## src/rtl/ud32_pkg.sv

```systemverilog
package ud32_pkg;

  localparam int unsigned DATA_WIDTH = 32;
  localparam int unsigned CNT_W      = $clog2(DATA_WIDTH);

  typedef struct packed {
    logic [DATA_WIDTH-1:0] dividend;
    logic [DATA_WIDTH-1:0] divisor;
  } in_t;

  typedef struct packed {
    logic [DATA_WIDTH-1:0] quotient;
    logic                  divide_by_zero;
  } out_t;

  // controller to datapath
  typedef struct packed {
    logic load;    // capture operands
    logic setup;   // early exits, init of the shift registers
    logic step;    // one restoring step
    logic commit;  // move result into the output register
  } cmd_t;

  // datapath to controller
  typedef struct packed {
    logic early;     // result known without iterating
    logic out_free;  // output register can take a beat this cycle
  } stat_t;

endpackage

```

## src/rtl/unsigned_divider_32_unit.sv

```systemverilog
// unsigned 32-bit divider, restoring shift-subtract, one quotient bit per cycle
//
// input channel: in_valid / in_stall / in_data (dividend, divisor)
// output channel: out_valid / out_stall / out_data (quotient, divide_by_zero)
// a beat moves at a rising edge with valid high and stall low
//
// one division at a time: in_stall is high from the cycle after a beat is
// taken until its result has gone into the output register
// from input beat to output valid:
//   when the result is known at setup (zero divisor, zero dividend,
//   divisor above dividend, divisor of one): setup, then the write of
//   the output register; otherwise: setup, 32 iterations of the shared
//   subtract/shift step, then the write of the output register
// a zero divisor gives quotient 0 with divide_by_zero set
//
// while out_stall holds a result, the next division is still taken and runs;
// it waits in its last state until the output register frees
// reset (rst, synchronous) returns the controller to idle and drops out_valid
module unsigned_divider_32_unit (
  input  logic            clk,
  input  logic            rst,
  input  logic            in_valid,
  output logic            in_stall,
  input  ud32_pkg::in_t   in_data,
  output logic            out_valid,
  input  logic            out_stall,
  output ud32_pkg::out_t  out_data
);

  // command and status between sequencer and datapath
  ud32_pkg::cmd_t  cmd;
  ud32_pkg::stat_t stat;

  // sequencer: idle, setup, iterate, hand off
  ud32_ctrl u_ctrl (
    .clk      (clk),
    .rst      (rst),
    .in_valid (in_valid),
    .in_stall (in_stall),
    .stat     (stat),
    .cmd      (cmd)
  );

  // operand, remainder and quotient registers plus the output register
  ud32_dp u_dp (
    .clk       (clk),
    .rst       (rst),
    .in_data   (in_data),
    .cmd       (cmd),
    .stat      (stat),
    .out_valid (out_valid),
    .out_stall (out_stall),
    .out_data  (out_data)
  );

endmodule

```

## src/rtl/ud32_dp.sv

```systemverilog
module ud32_dp (
  input  logic              clk,
  input  logic              rst,
  input  ud32_pkg::in_t     in_data,
  input  ud32_pkg::cmd_t    cmd,
  output ud32_pkg::stat_t   stat,
  output logic              out_valid,
  input  logic              out_stall,
  output ud32_pkg::out_t    out_data
);

  logic [ud32_pkg::DATA_WIDTH-1:0] num;
  logic [ud32_pkg::DATA_WIDTH-1:0] den;
  logic [ud32_pkg::DATA_WIDTH-1:0] rem;
  logic [ud32_pkg::DATA_WIDTH-1:0] quo;
  logic                            dz;

  logic                            den_zero;
  logic                            num_zero;
  logic                            den_one;
  logic                            den_gt;
  logic [ud32_pkg::DATA_WIDTH-1:0] early_quo;
  logic [ud32_pkg::DATA_WIDTH:0]   rem_sh;
  logic [ud32_pkg::DATA_WIDTH:0]   diff;

  assign den_zero = (den == '0);
  assign num_zero = (num == '0);
  assign den_one  = (den == ud32_pkg::DATA_WIDTH'(1));
  assign den_gt   = (den > num);

  always_comb begin
    if (den_zero || num_zero || den_gt) begin
      early_quo = '0;
    end else begin
      early_quo = num;
    end
  end

  // shift in the next dividend bit, trial subtract
  assign rem_sh = {rem, quo[ud32_pkg::DATA_WIDTH-1]};
  assign diff   = rem_sh - {1'b0, den};

  assign stat.early    = den_zero || num_zero || den_gt || den_one;
  assign stat.out_free = !out_valid || !out_stall;

  always_ff @(posedge clk) begin
    if (cmd.load) begin
      num <= in_data.dividend;
      den <= in_data.divisor;
    end
    if (cmd.setup) begin
      rem <= '0;
      dz  <= den_zero;
      if (stat.early) begin
        quo <= early_quo;
      end else begin
        quo <= num;
      end
    end else if (cmd.step) begin
      if (!diff[ud32_pkg::DATA_WIDTH]) begin
        rem <= diff[ud32_pkg::DATA_WIDTH-1:0];
        quo <= {quo[ud32_pkg::DATA_WIDTH-2:0], 1'b1};
      end else begin
        rem <= rem_sh[ud32_pkg::DATA_WIDTH-1:0];
        quo <= {quo[ud32_pkg::DATA_WIDTH-2:0], 1'b0};
      end
    end
    if (cmd.commit) begin
      out_data.quotient       <= quo;
      out_data.divide_by_zero <= dz;
    end
  end

  always_ff @(posedge clk) begin
    if (rst) begin
      out_valid <= 1'b0;
    end else if (cmd.commit) begin
      out_valid <= 1'b1;
    end else if (!out_stall) begin
      out_valid <= 1'b0;
    end
  end

  // partial remainder stays below the divisor while iterating
  a_rem_below_den: assert property (@(posedge clk) disable iff (rst)
    $past(cmd.step) |-> (rem < den))
    else $error("partial remainder not below divisor");

  // a zero divisor always comes out with a zero quotient
  a_dz_zero_quo: assert property (@(posedge clk) disable iff (rst)
    out_valid && out_data.divide_by_zero |-> (out_data.quotient == '0))
    else $error("divide by zero with nonzero quotient");

  // a stalled output beat holds
  a_out_hold: assert property (@(posedge clk) disable iff (rst)
    out_valid && out_stall |=> out_valid && $stable(out_data))
    else $error("stalled output beat changed");

endmodule

```

## src/rtl/ud32_ctrl.sv

```systemverilog
module ud32_ctrl (
  input  logic              clk,
  input  logic              rst,
  input  logic              in_valid,
  output logic              in_stall,
  input  ud32_pkg::stat_t   stat,
  output ud32_pkg::cmd_t    cmd
);

  typedef enum logic [1:0] {
    IDLE,
    SETUP,
    RUN,
    FINISH
  } state_t;

  state_t                     state;
  logic [ud32_pkg::CNT_W-1:0] cnt;

  assign in_stall   = (state != IDLE);
  assign cmd.load   = (state == IDLE) && in_valid;
  assign cmd.setup  = (state == SETUP);
  assign cmd.step   = (state == RUN);
  assign cmd.commit = (state == FINISH) && stat.out_free;

  always_ff @(posedge clk) begin
    if (rst) begin
      state <= IDLE;
      cnt   <= '0;
    end else begin
      case (state)
        IDLE: begin
          if (in_valid) begin
            state <= SETUP;
          end
        end
        SETUP: begin
          cnt <= ud32_pkg::CNT_W'(ud32_pkg::DATA_WIDTH - 1);
          if (stat.early) begin
            state <= FINISH;
          end else begin
            state <= RUN;
          end
        end
        RUN: begin
          cnt <= cnt - 1'b1;
          if (cnt == '0) begin
            state <= FINISH;
          end
        end
        FINISH: begin
          if (stat.out_free) begin
            state <= IDLE;
          end
        end
        default: begin
          state <= IDLE;
        end
      endcase
    end
  end

  a_accept_to_setup: assert property (@(posedge clk) disable iff (rst)
    in_valid && !in_stall |=> cmd.setup)
    else $error("accepted beat not followed by setup");

  a_commit_free: assert property (@(posedge clk) disable iff (rst)
    cmd.commit |-> stat.out_free)
    else $error("commit while output register is full");

  a_count_down: assert property (@(posedge clk) disable iff (rst)
    (state == RUN) && (cnt != '0) |=> (state == RUN) && (cnt == $past(cnt) - 1'b1))
    else $error("iteration counter out of step");

endmodule
```

## config.mk

```make
export PLATFORM = sky130hd
export DESIGN_NAME = unsigned_divider_32_unit
export DESIGN_NICKNAME = d
export VERILOG_FILES = /design/src/rtl/ud32_pkg.sv /design/src/rtl/unsigned_divider_32_unit.sv /design/src/rtl/ud32_dp.sv /design/src/rtl/ud32_ctrl.sv
export SDC_FILE = /design/constraint.sdc
export NUM_CORES = 1
export LEC_CHECK = 0
export ABC_AREA = 1
export BUFFER_PORTS_ARGS = -buffer_cell sky130_fd_sc_hd__buf_2
export CORE_MARGIN = 2
export CORE_UTILIZATION = 40
export CTS_CLUSTER_SIZE = 14
export DETAILED_ROUTE_END_ITERATION = 12
export PLACE_DENSITY = 0.57
export SLEW_MARGIN = 15
export SYNTH_ARGS = -nofsm -noshare
export SYNTH_HDL_FRONTEND = slang
export SYNTH_HIERARCHICAL = 1
export SYNTH_SLANG_ARGS = --single-unit
```

## constraint.sdc

```tcl
create_clock -name clk -period 2.64 [get_ports clk]
set_input_delay 0.264 -clock clk [delete_from_list [all_inputs] [get_ports clk]]
set_output_delay 0.264 -clock clk [all_outputs]
set_load 0.01 [all_outputs]
```

# Yosys cells after proc, flatten, opt, wreduce, memory -nomap -nowiden
# Index checks and enable logic that the tools add are counted.
# totals
reg_bits	170
inputBits	68
out_inout_bits	35
# op_classes
addsub	2
magnitude_cmp	1
eq_ne	8
muxes	14
n_reduce_logical	15
# ops
operator	n
$mux W32	5
$logic_not A32 Y1	2
$sub A33 B32 Y33	1
$eq A32 B1 Y1 const B	1
$gt A32 B32 Y1	1
$pmux W5 S2	1
$pmux W2 S4	1
$mux W2	3
$ne A2 B1 Y1 const B	3
$logic_not A5 Y1	1
$sub A5 B1 Y5 const B	1
$eq A2 B2 Y1 const B	2
$logic_or A1 B1 Y1	4
$mux W1	4
$reduce_bool A2 Y1	2
$reduce_and A3 Y1	1
$eq A2 B1 Y1 const B	1
$logic_and A1 B1 Y1	2
$logic_not A1 Y1	2
$logic_not A2 Y1	1
$ne A2 B2 Y1 const B	1

# Longest topological paths before layout
# Gate-level depths: netlist of the first run.
# logic_depth
ltp_word	6
ltp_mapped	20

# Hierarchy
# Netlist of the first run, hierarchy kept.
# modules_own_cells
mod	n_inst	cells_per_inst	area_per_inst_um2	seq_area_each_um2
ud32_dp	1	1259	9907.0	4564.4
ud32_ctrl	1	69	462.9	140.1

# Worst setup path after synthesis of the first run
# Ideal clock, no wire load.
# synth_timing
kind	register to register
from	register u_ctrl.state[0]
to	register u_dp/den[0] in the netlist's numbering (enable)
setup_ns	0.418
arrival_ns	1.923
required_ns	2.222
setup_slack_ns	0.299
stages_incl_launch_ff	5
n_path_buf	0
synth_period_minus_slack_ns	2.341
path_cell_list	dfxtp_1 inv_1 ha_1 nand2_1 inv_1
# synth_lines
item	line	rtl
start: declaration	ud32_ctrl.sv:17	state_t state;
start signal: assignment	ud32_ctrl.sv:28	state <= IDLE;
start signal: assignment	ud32_ctrl.sv:34	state <= SETUP;
start signal: assignment	ud32_ctrl.sv:40	state <= FINISH;
end signal: assignment	ud32_dp.sv:49	den <= in_data.divisor;
end: declaration	ud32_dp.sv:13	logic [ud32_pkg::DATA_WIDTH-1:0] den;

# Worst setup path after layout of the first run
# layout_timing
from	register u_dp/den[0] in the netlist's numbering
to	register u_dp/rem[18] in the netlist's numbering
# layout_via
elab_chain_cells	2
# layout_lines
item	line	rtl
$sub A33 B32 Y33	ud32_dp.sv:41	assign diff = rem_sh - {1'b0, den};
$mux W32	ud32_dp.sv:60	if (!diff[ud32_pkg::DATA_WIDTH]) begin
end signal: assignment	ud32_dp.sv:61	rem <= diff[ud32_pkg::DATA_WIDTH-1:0];
end signal: assignment	ud32_dp.sv:64	rem <= rem_sh[ud32_pkg::DATA_WIDTH-1:0];
end: declaration	ud32_dp.sv:14	logic [ud32_pkg::DATA_WIDTH-1:0] rem;
# No other way between the ends.
# A chain may end at the register's enable or synchronous reset.

==> flow_metrics.env, run 1 <==
export IMPL_fraction_of_final_layout_cells_with_drive_strength_greater_than_1_pct=12.62
export IMPL_power_sequential_fraction_pct=42.9
export IMPL_ant_nets=0
export IMPL_dr_pass1_iters=5
export IMPL_postSynth_topFlopCell="edfxtp_1"
export IMPL_worstPathMaxFanout=30
export IMPL_fin_crit_sh_pct=92.73
export IMPL_crit_chain="ha_1 -> fa_1 -> inv_1 -> nand2_1 -> nand2_1 -> nand3_1 -> nand2_2 -> nand2_2 -> nand2_2 -> nand2_4 -> nand2_4 -> nand2_2 -> nand2_1 -> buf_12 -> nand2_1 -> nand3_1 -> nand2_1"
export IMPL_drv_max_cap_violation_count=0
export IMPL_vias_in_the_first_global_route=8455
export IMPL_largest_net_degree_at_the_start_of_global_routing=34
export IMPL_r2r_slack_ns=0.19
export IMPL_clk_insertion_delay_late_ns=0.44
export IMPL_timing_worst_slew_pin_value_ns=0.5264
export IMPL_detail_route_drc_violations=0
export IMPL_antenna_diode_count=0
export IMPL_yosysTopAreaCell="edfxtp_1"
export IMPL_path_clk_slew_ns=0.07
export IMPL_post_synth_most_frequent_cells="488 x nand2_1, 241 x inv_1, 130 x edfxtp_1, 84 x nand3_1, 70 x ha_1"
export IMPL_postRouteWirelength_mm=26.97
export IMPL_synthesis_yosys_warnings=6
export IMPL_critical_path_reg2reg_startpoint="u_dp/den[0]$_DFFE_PP_"
export IMPL_synth_top_cell_area_share_pct=37.64
export IMPL_synthesized_area_per_cell_sq_um=7.809
export IMPL_post_synthesis_compound_gate_area_fraction_pct=3.668
export IMPL_critPathMaxStageDelay_ns=0.41
export IMPL_min_delay_path_class="in2reg"
export IMPL_yosysSeqAreaShare_pct=45.37
export IMPL_synthSimpleGateAreaFrac_pct=30.55
export IMPL_synth_area_sq_um=10370
export IMPL_p_leak_nw=6.218
export IMPL_yosysMostFrequentCell="nand2_1"
export IMPL_multiInputGateArea_sq_um=4583
export IMPL_globalplace_congestion=0.9207
export IMPL_globalRoute_totalOverflow=0
export IMPL_area_of_all_sequential_standard_cells_sq_um=4705
export IMPL_cts_htree_levels=4
export IMPL_worst_ir_drop_vdd_uv=519.3
export IMPL_post_synth_mux_area_share_pct=0
export IMPL_viasPerCell=4.782
export IMPL_synth_lib_cells_used_distinct=35
export IMPL_synth_async_sr_flop_share_pct=0
export IMPL_cts_tree="built"
export IMPL_final_period_minus_worst_setup_slack_ns=2.448
export IMPL_numCtsBuffers=17
export IMPL_cp_endpoint="u_dp/rem[18]$_SDFFE_PP0P_"
export IMPL_grt_pass1_wl_mm=42.95
export IMPL_synth_instances=1328
export IMPL_synth_net_count=1467
export IMPL_finalSetupViolCount=0
export IMPL_crit_path_end_kind="flop"
export IMPL_dp_hpwl_mm=19.95
export IMPL_wl_per_cell_um=14.82
export IMPL_ios=103
export IMPL_core_ar_sq_um=25330
export IMPL_sw_ratio_pct=37.57
export IMPL_ys_seq_elements=170
export IMPL_worst_ep_arrival_time_ns=2.77
export IMPL_dieHeight_um=165.0
export IMPL_maxSlewViolCount=0
export IMPL_synth_area_top_cells="edfxtp_1 38%, nand2_1 18%, inv_1 8.7%"
export IMPL_worstSetupStartpointType="flop"
export IMPL_worstRegToRegCells=17
export IMPL_internal_power_mw=6.259
export IMPL_synth_edff_count=130
export IMPL_fp_dieW_um=165.0
export IMPL_worst_endpoint_required_ns=2.97
export IMPL_port_buffers=102
export IMPL_grt_antenna_before_repair=0
export IMPL_endpoints_failing_hold=0
export IMPL_share_comb_of_total_power_pct=32.5
export IMPL_pwr_share_clk_pct=24.6
export IMPL_post_synth_xor_area_fraction_pct=1.182
export IMPL_outcome="finished, final reports clean"
export IMPL_die_area_sq_um=27230
export IMPL_floorplan_rows=58
export IMPL_postCtsSetupBuffers=0
export IMPL_worstReg2RegEnd="u_dp/rem[18]$_SDFFE_PP0P_"
export IMPL_globalRouteTotalUtil_pct=20.42
export IMPL_power_density_nw_per_um2=813.4
export IMPL_crit_slowest_cell="edfxtp_1"
export IMPL_fin_nets=1616
export IMPL_area_growth_synth_to_final_pct=18.85
export IMPL_dr_total_vias=8704
export IMPL_crit_path_start="u_dp/den[0]$_DFFE_PP_"
export IMPL_fin_tns_setup_ns=0
export IMPL_post_synthesis_share_of_cell_area_spent_on_full_adders_half_adders_and_majority_gates_pct=8.639
export IMPL_detailedRoute_firstIterationViolations=543
export IMPL_worstSetupPathType="reg2reg"
export IMPL_clock_sinks=170
export IMPL_final_critical_path_setup_slack_ns=0.1920
export IMPL_maxSlewHeadroom_pct=64.86
export IMPL_filler_cell_count=2453
export IMPL_synth_top_family_by_area="simple AND/OR/NAND/NOR gates"
export IMPL_pre_cts_slack_ns=0.1230
export IMPL_power_net_switching_mw=3.766
export IMPL_skew_ns=0.01741
export IMPL_timing_fmax_mhz=408.5
export IMPL_cts_path_max_buffers=2
export IMPL_unrepaired_setup_endpoints_after_global_routing="no"
export IMPL_critPathMostFrequentCell="nand2_1"
export IMPL_initial_core_util_pct=40.94
export IMPL_root_buffer_master="clkbuf_16"
==> cell usage in the layout (no fill, tap or decap), drive strengths merged, types with 18 or more instances in the layout <==
cell         netlist  routed
nand3             95      95
dfxtp             40      40
ha                70      70
buf               15     120
nand3b            35      35
nand4             19      19
clkbuf            14      18
a21oi             46      46
dlygate4sd3        0      39
inv              248     256
nand2            496     496
nor2              58      58
edfxtp           130     130
==> flip-flops by register name, summed over array words and instances, names as in the netlist <==
name,flops
u_dp/den,32
u_dp/dz,1
u_dp/out_data,33
u_dp/quo,32
u_ctrl/cnt,5
u_dp/num,32
u_ctrl/state,2
u_dp/out_valid,1
u_dp/rem,32
==> metal layers <==
metal  vias to the layer above  part of all wire [%]  track usage, %
met5                         -                     0               0
met4                         0                   2.0           6.245
met3                        31                   4.1           3.240
met2                       205                    47           34.38
met1                      3967                    47           27.01
li1                       4501                     -               -
==> worst min-delay path by stage <==
stage                                 start                         end  slack (ns)  cells past startpoint
after floorplan                         rst  u_ctrl/cnt[4]$_SDFFE_PP0P_        0.33                      1
after global placement    u_dp/dz$_DFFE_PP_  u_dp/out_data[0]$_DFFE_PP_        0.40                      0
after detailed placement  u_dp/dz$_DFFE_PP_  u_dp/out_data[0]$_DFFE_PP_        0.41                      0
after CTS                        in_data[4]       u_dp/den[4]$_DFFE_PP_     0.00008                      1
after global routing            in_data[12]      u_dp/den[12]$_DFFE_PP_       0.002                      1
final                            in_data[2]       u_dp/den[2]$_DFFE_PP_        0.01                      1
==> cells by family after synthesis <==
group | Yosys count
buffers and inverters | 278
flip-flops | 170
AO/OA/AOI/OAI | 68
adder cells (fa/ha/maj) | 71
XOR/XNOR | 14
AND/OR/NAND/NOR | 727
==> final cells by class <==
type,count,area share [%]
clock inverters,14,1.208
repair buffers,159,9.015
multi-input cells,880,37.19
inverters,249,7.584
clock buffers,18,3.482
well taps,330,3.350
flip-flops and latches,170,38.17
==> per-stage QoR <==
stage | power, mW | utilization (%) | hold slack (ns) | cell area (sq um) | std cells
finish | 10.02 | 48.66 | 0.01307 | 12320 | 1820
global route | 10.68 | 48.66 | 0.001620 | 12320 | 1820
CTS | 10.09 | 48.63 | 0.00007669 | 12320 | 1820
detailed placement | 7.553 | 44.80 | 0.4075 | 11350 | 1749
global placement | 7.516 | 44.80 | 0.4006 | 11350 | 1749
floorplan | 6.438 | - | 0.3331 | 10370 | 1328
==> timing repair <==
item	in CTS	in global routing
hold buffers	39	0
resized for setup	0	2
endpoints found under the hold margin	39	0
endpoints found under the setup margin	0	14
==> power groups by stage <==
stage | clock network, mW | registers [mW] | logic, mW
floorplan | 0 | 4.23 | 2.21
global placement | 0 | 4.35 | 3.17
detailed placement | 0 | 4.34 | 3.21
CTS | 2.52 | 4.30 | 3.27
global route | 2.62 | 4.36 | 3.70
finish | 2.47 | 4.30 | 3.26
==> worst max-delay path: cells and delay by family (launching register included) <==
kind                     cells  cell delay (ns)
AND/OR/NAND/NOR             13             0.98
flip-flops                   1             0.41
adder cells (fa/ha/maj)      2             0.66
buffers and inverters        2             0.29
Power figures use the tool's default switching activity.
==> run 2, diff against run 1 <==
--- a/config.mk
+++ b/config.mk
@@ -11,7 +11,7 @@
 export CORE_UTILIZATION = 40
 export CTS_CLUSTER_SIZE = 14
 export DETAILED_ROUTE_END_ITERATION = 12
-export PLACE_DENSITY = 0.57
+export PLACE_DENSITY_LB_ADDON = 0.2
 export SLEW_MARGIN = 15
 export SYNTH_ARGS = -nofsm -noshare
 export SYNTH_HDL_FRONTEND = slang
==> flow_metrics.env, run 2 (synthesis results as in run 1) <==
export IMPL_outcome="finished, final reports clean"
export IMPL_crit_path_start="u_dp/den[31]$_DFFE_PP_"
export IMPL_initial_core_util_pct=40.94
export IMPL_final_period_minus_worst_setup_slack_ns=2.432
export IMPL_worstPathMaxFanout=3
export IMPL_number_of_standard_cells_in_the_final_layout_excluding_fillers=1829
export IMPL_power_density_nw_per_um2=811.5
export IMPL_most_frequent_standard_cell_in_the_layout_excluding_fill_and_tap_cells="nand2_1"
export IMPL_grt_antenna_before_repair=0
export IMPL_worstSetupPathType="reg2reg"
export IMPL_finalSetupViolCount=0
export IMPL_pre_cts_slack_ns=0.1358
export IMPL_worstSetupStartpointType="flop"
export IMPL_core_ar_sq_um=25330
export IMPL_p_leak_nw=6.249
export IMPL_postCtsSetupBuffers=0
export IMPL_timing_worst_slew_pin_value_ns=0.4666
export IMPL_detail_route_drc_violations=0
export IMPL_wl_per_cell_um=14.69
export IMPL_dr_total_vias=8769
export IMPL_drv_max_cap_violation_count=0
export IMPL_globalplace_congestion=0.9186
export IMPL_crit_path_end_kind="flop"
export IMPL_cts_path_max_buffers=2
export IMPL_timing_fmax_mhz=411.1
export IMPL_fin_tns_setup_ns=0
export IMPL_numCtsBuffers=17
export IMPL_min_delay_path_class="in2reg"
export IMPL_endpoints_failing_hold=0
export IMPL_port_buffers=102
export IMPL_critical_path_reg2reg_startpoint="u_dp/den[31]$_DFFE_PP_"
export IMPL_ios=103
export IMPL_skew_ns=0.02170
export IMPL_postRouteWirelength_mm=26.87
export IMPL_unrepaired_setup_endpoints_after_global_routing="no"
export IMPL_worst_ir_drop_vdd_uv=702.7
export IMPL_largest_reg_flops=33
export IMPL_layout_common_cells="488 x nand2_1, 240 x inv_1, 130 x edfxtp_1, 102 x buf_2, 84 x nand3_1"
export IMPL_cts_tree="built"
export IMPL_area_of_all_sequential_standard_cells_sq_um=4705
export IMPL_cts_htree_levels=4
export IMPL_detailedRoute_firstIterationViolations=644
export IMPL_worst_ep_arrival_time_ns=2.75
export IMPL_fraction_of_final_layout_cells_with_drive_strength_greater_than_1_pct=12.54
export IMPL_maxSlewHeadroom_pct=68.89
export IMPL_dr_pass1_iters=7
export IMPL_clk_insertion_delay_late_ns=0.44
export IMPL_worstReg2RegEnd="u_ctrl/state[0]$_SDFFE_PP0P_"
export IMPL_fin_crit_sh_pct=92.13
export IMPL_clock_sinks=170
export IMPL_viasPerCell=4.794
export IMPL_floorplan_rows=58
export IMPL_hold_ws_ns=0.02130
export IMPL_multiInputGateArea_sq_um=4583
export IMPL_globalRouteTotalUtil_pct=20.58
export IMPL_cp_endpoint="u_ctrl/state[0]$_SDFFE_PP0P_"
export IMPL_fin_nets=1625
export IMPL_dp_hpwl_mm=19.89
export IMPL_root_buffer_master="clkbuf_16"
export IMPL_ant_nets=0
export IMPL_globalRoute_totalOverflow=0
export IMPL_largest_net_degree_at_the_start_of_global_routing=50
export IMPL_dieHeight_um=165.0
export IMPL_area_growth_synth_to_final_pct=19.63
export IMPL_fp_dieW_um=165.0
export IMPL_maxSlewViolCount=0
export IMPL_antenna_diode_count=0
export IMPL_r2r_slack_ns=0.21
export IMPL_path_clk_slew_ns=0.07
export IMPL_vias_in_the_first_global_route=8425
export IMPL_final_critical_path_setup_slack_ns=0.2077
export IMPL_filler_cell_count=2494
export IMPL_worst_endpoint_required_ns=2.96
export IMPL_largest_register="u_dp/out_data"
export IMPL_worstRegToRegCells=14
export IMPL_grt_pass1_wl_mm=43.35
export IMPL_die_area_sq_um=27230
export IMPL_placedCellCount=1749
run 2: cell types whose count changed in the layout (fill, tap and decap cells not counted), sizes merged:
| cell | change |
|---|---|
| dlygate4sd3 | +9 |
| clkinv | +4 |
| inv | -3 |
| clkinvlp | -1 |
run 2: worst min path at each step:
| stage | slack [ns] | cells past startpoint | startpoint | endpoint |
|---|---|---|---|---|
| 6_report | 0.02 | 1 | in_data[9] | u_dp/den[9]$_DFFE_PP_ |
| 3_3_place_gp | 0.40 | 0 | u_dp/dz$_DFFE_PP_ | u_dp/out_data[0]$_DFFE_PP_ |
| 5_1_grt | 0.005 | 1 | in_data[42] | u_dp/num[10]$_DFFE_PP_ |
| 3_5_place_dp | 0.42 | 0 | u_dp/dz$_DFFE_PP_ | u_dp/out_data[0]$_DFFE_PP_ |
| 4_1_cts | 0.001 | 1 | in_data[47] | u_dp/num[15]$_DFFE_PP_ |
| 2_1_floorplan | 0.33 | 1 | rst | u_ctrl/cnt[4]$_SDFFE_PP0P_ |
run 2: stage by stage:
step | util, % | power, mW | instance area, sq um
final | 48.98 | 10.07 | 12410
after CTS | 48.91 | 10.15 | 12390
after floorplan | - | 6.438 | 10370
after detailed placement | 44.65 | 7.511 | 11310
after global routing | 48.98 | 10.75 | 12410
after global placement | 44.65 | 7.487 | 11310
run 2: report_power, final:
group | switching [mW] | leakage, nW | internal, mW
sequential | 0.409 | 1.55 | 3.88
clock | 1.26 | 0.291 | 1.28
combinational | 2.14 | 4.41 | 1.09
total | 3.81 | 6.25 | 6.26
run 2: metal layers:
metal,GRT usage [%],share of wire [%]
met5,0,0
met4,4.427,1.1
met3,3.265,3.7
met2,35.68,48
met1,27.11,47
run 2: area by class of cell:
type	instances	share of cell area [%]
sequential	170	37.92
multi-input combinational	880	36.94
timing repair buffer	168	9.380
inverter	249	7.534
clock buffer	18	3.459
tap	330	3.328
clock inverter	14	1.432
run 2: worst max-delay path, stage by stage (launching register included):
cell	delay, ns
edfxtp_1	0.43
ha_1	0.32
nand2_1	0.10
nor4_2	0.33
inv_1	0.08
nor2_2	0.18
nand4_1	0.10
nand2_1	0.16
o211ai_1	0.12
nand2_1	0.09
nor2_1	0.04
nor2_1	0.13
nand3_1	0.09
nand2_1	0.09
nor2_1	0.05
run 2: repair_timing:
item / 4_1_cts / 5_1_grt
hold buffers: 47 / 1
hold endpoints to repair: 47 / 1
setup endpoints to repair: 0 / 2
resized for setup: 0 / 2
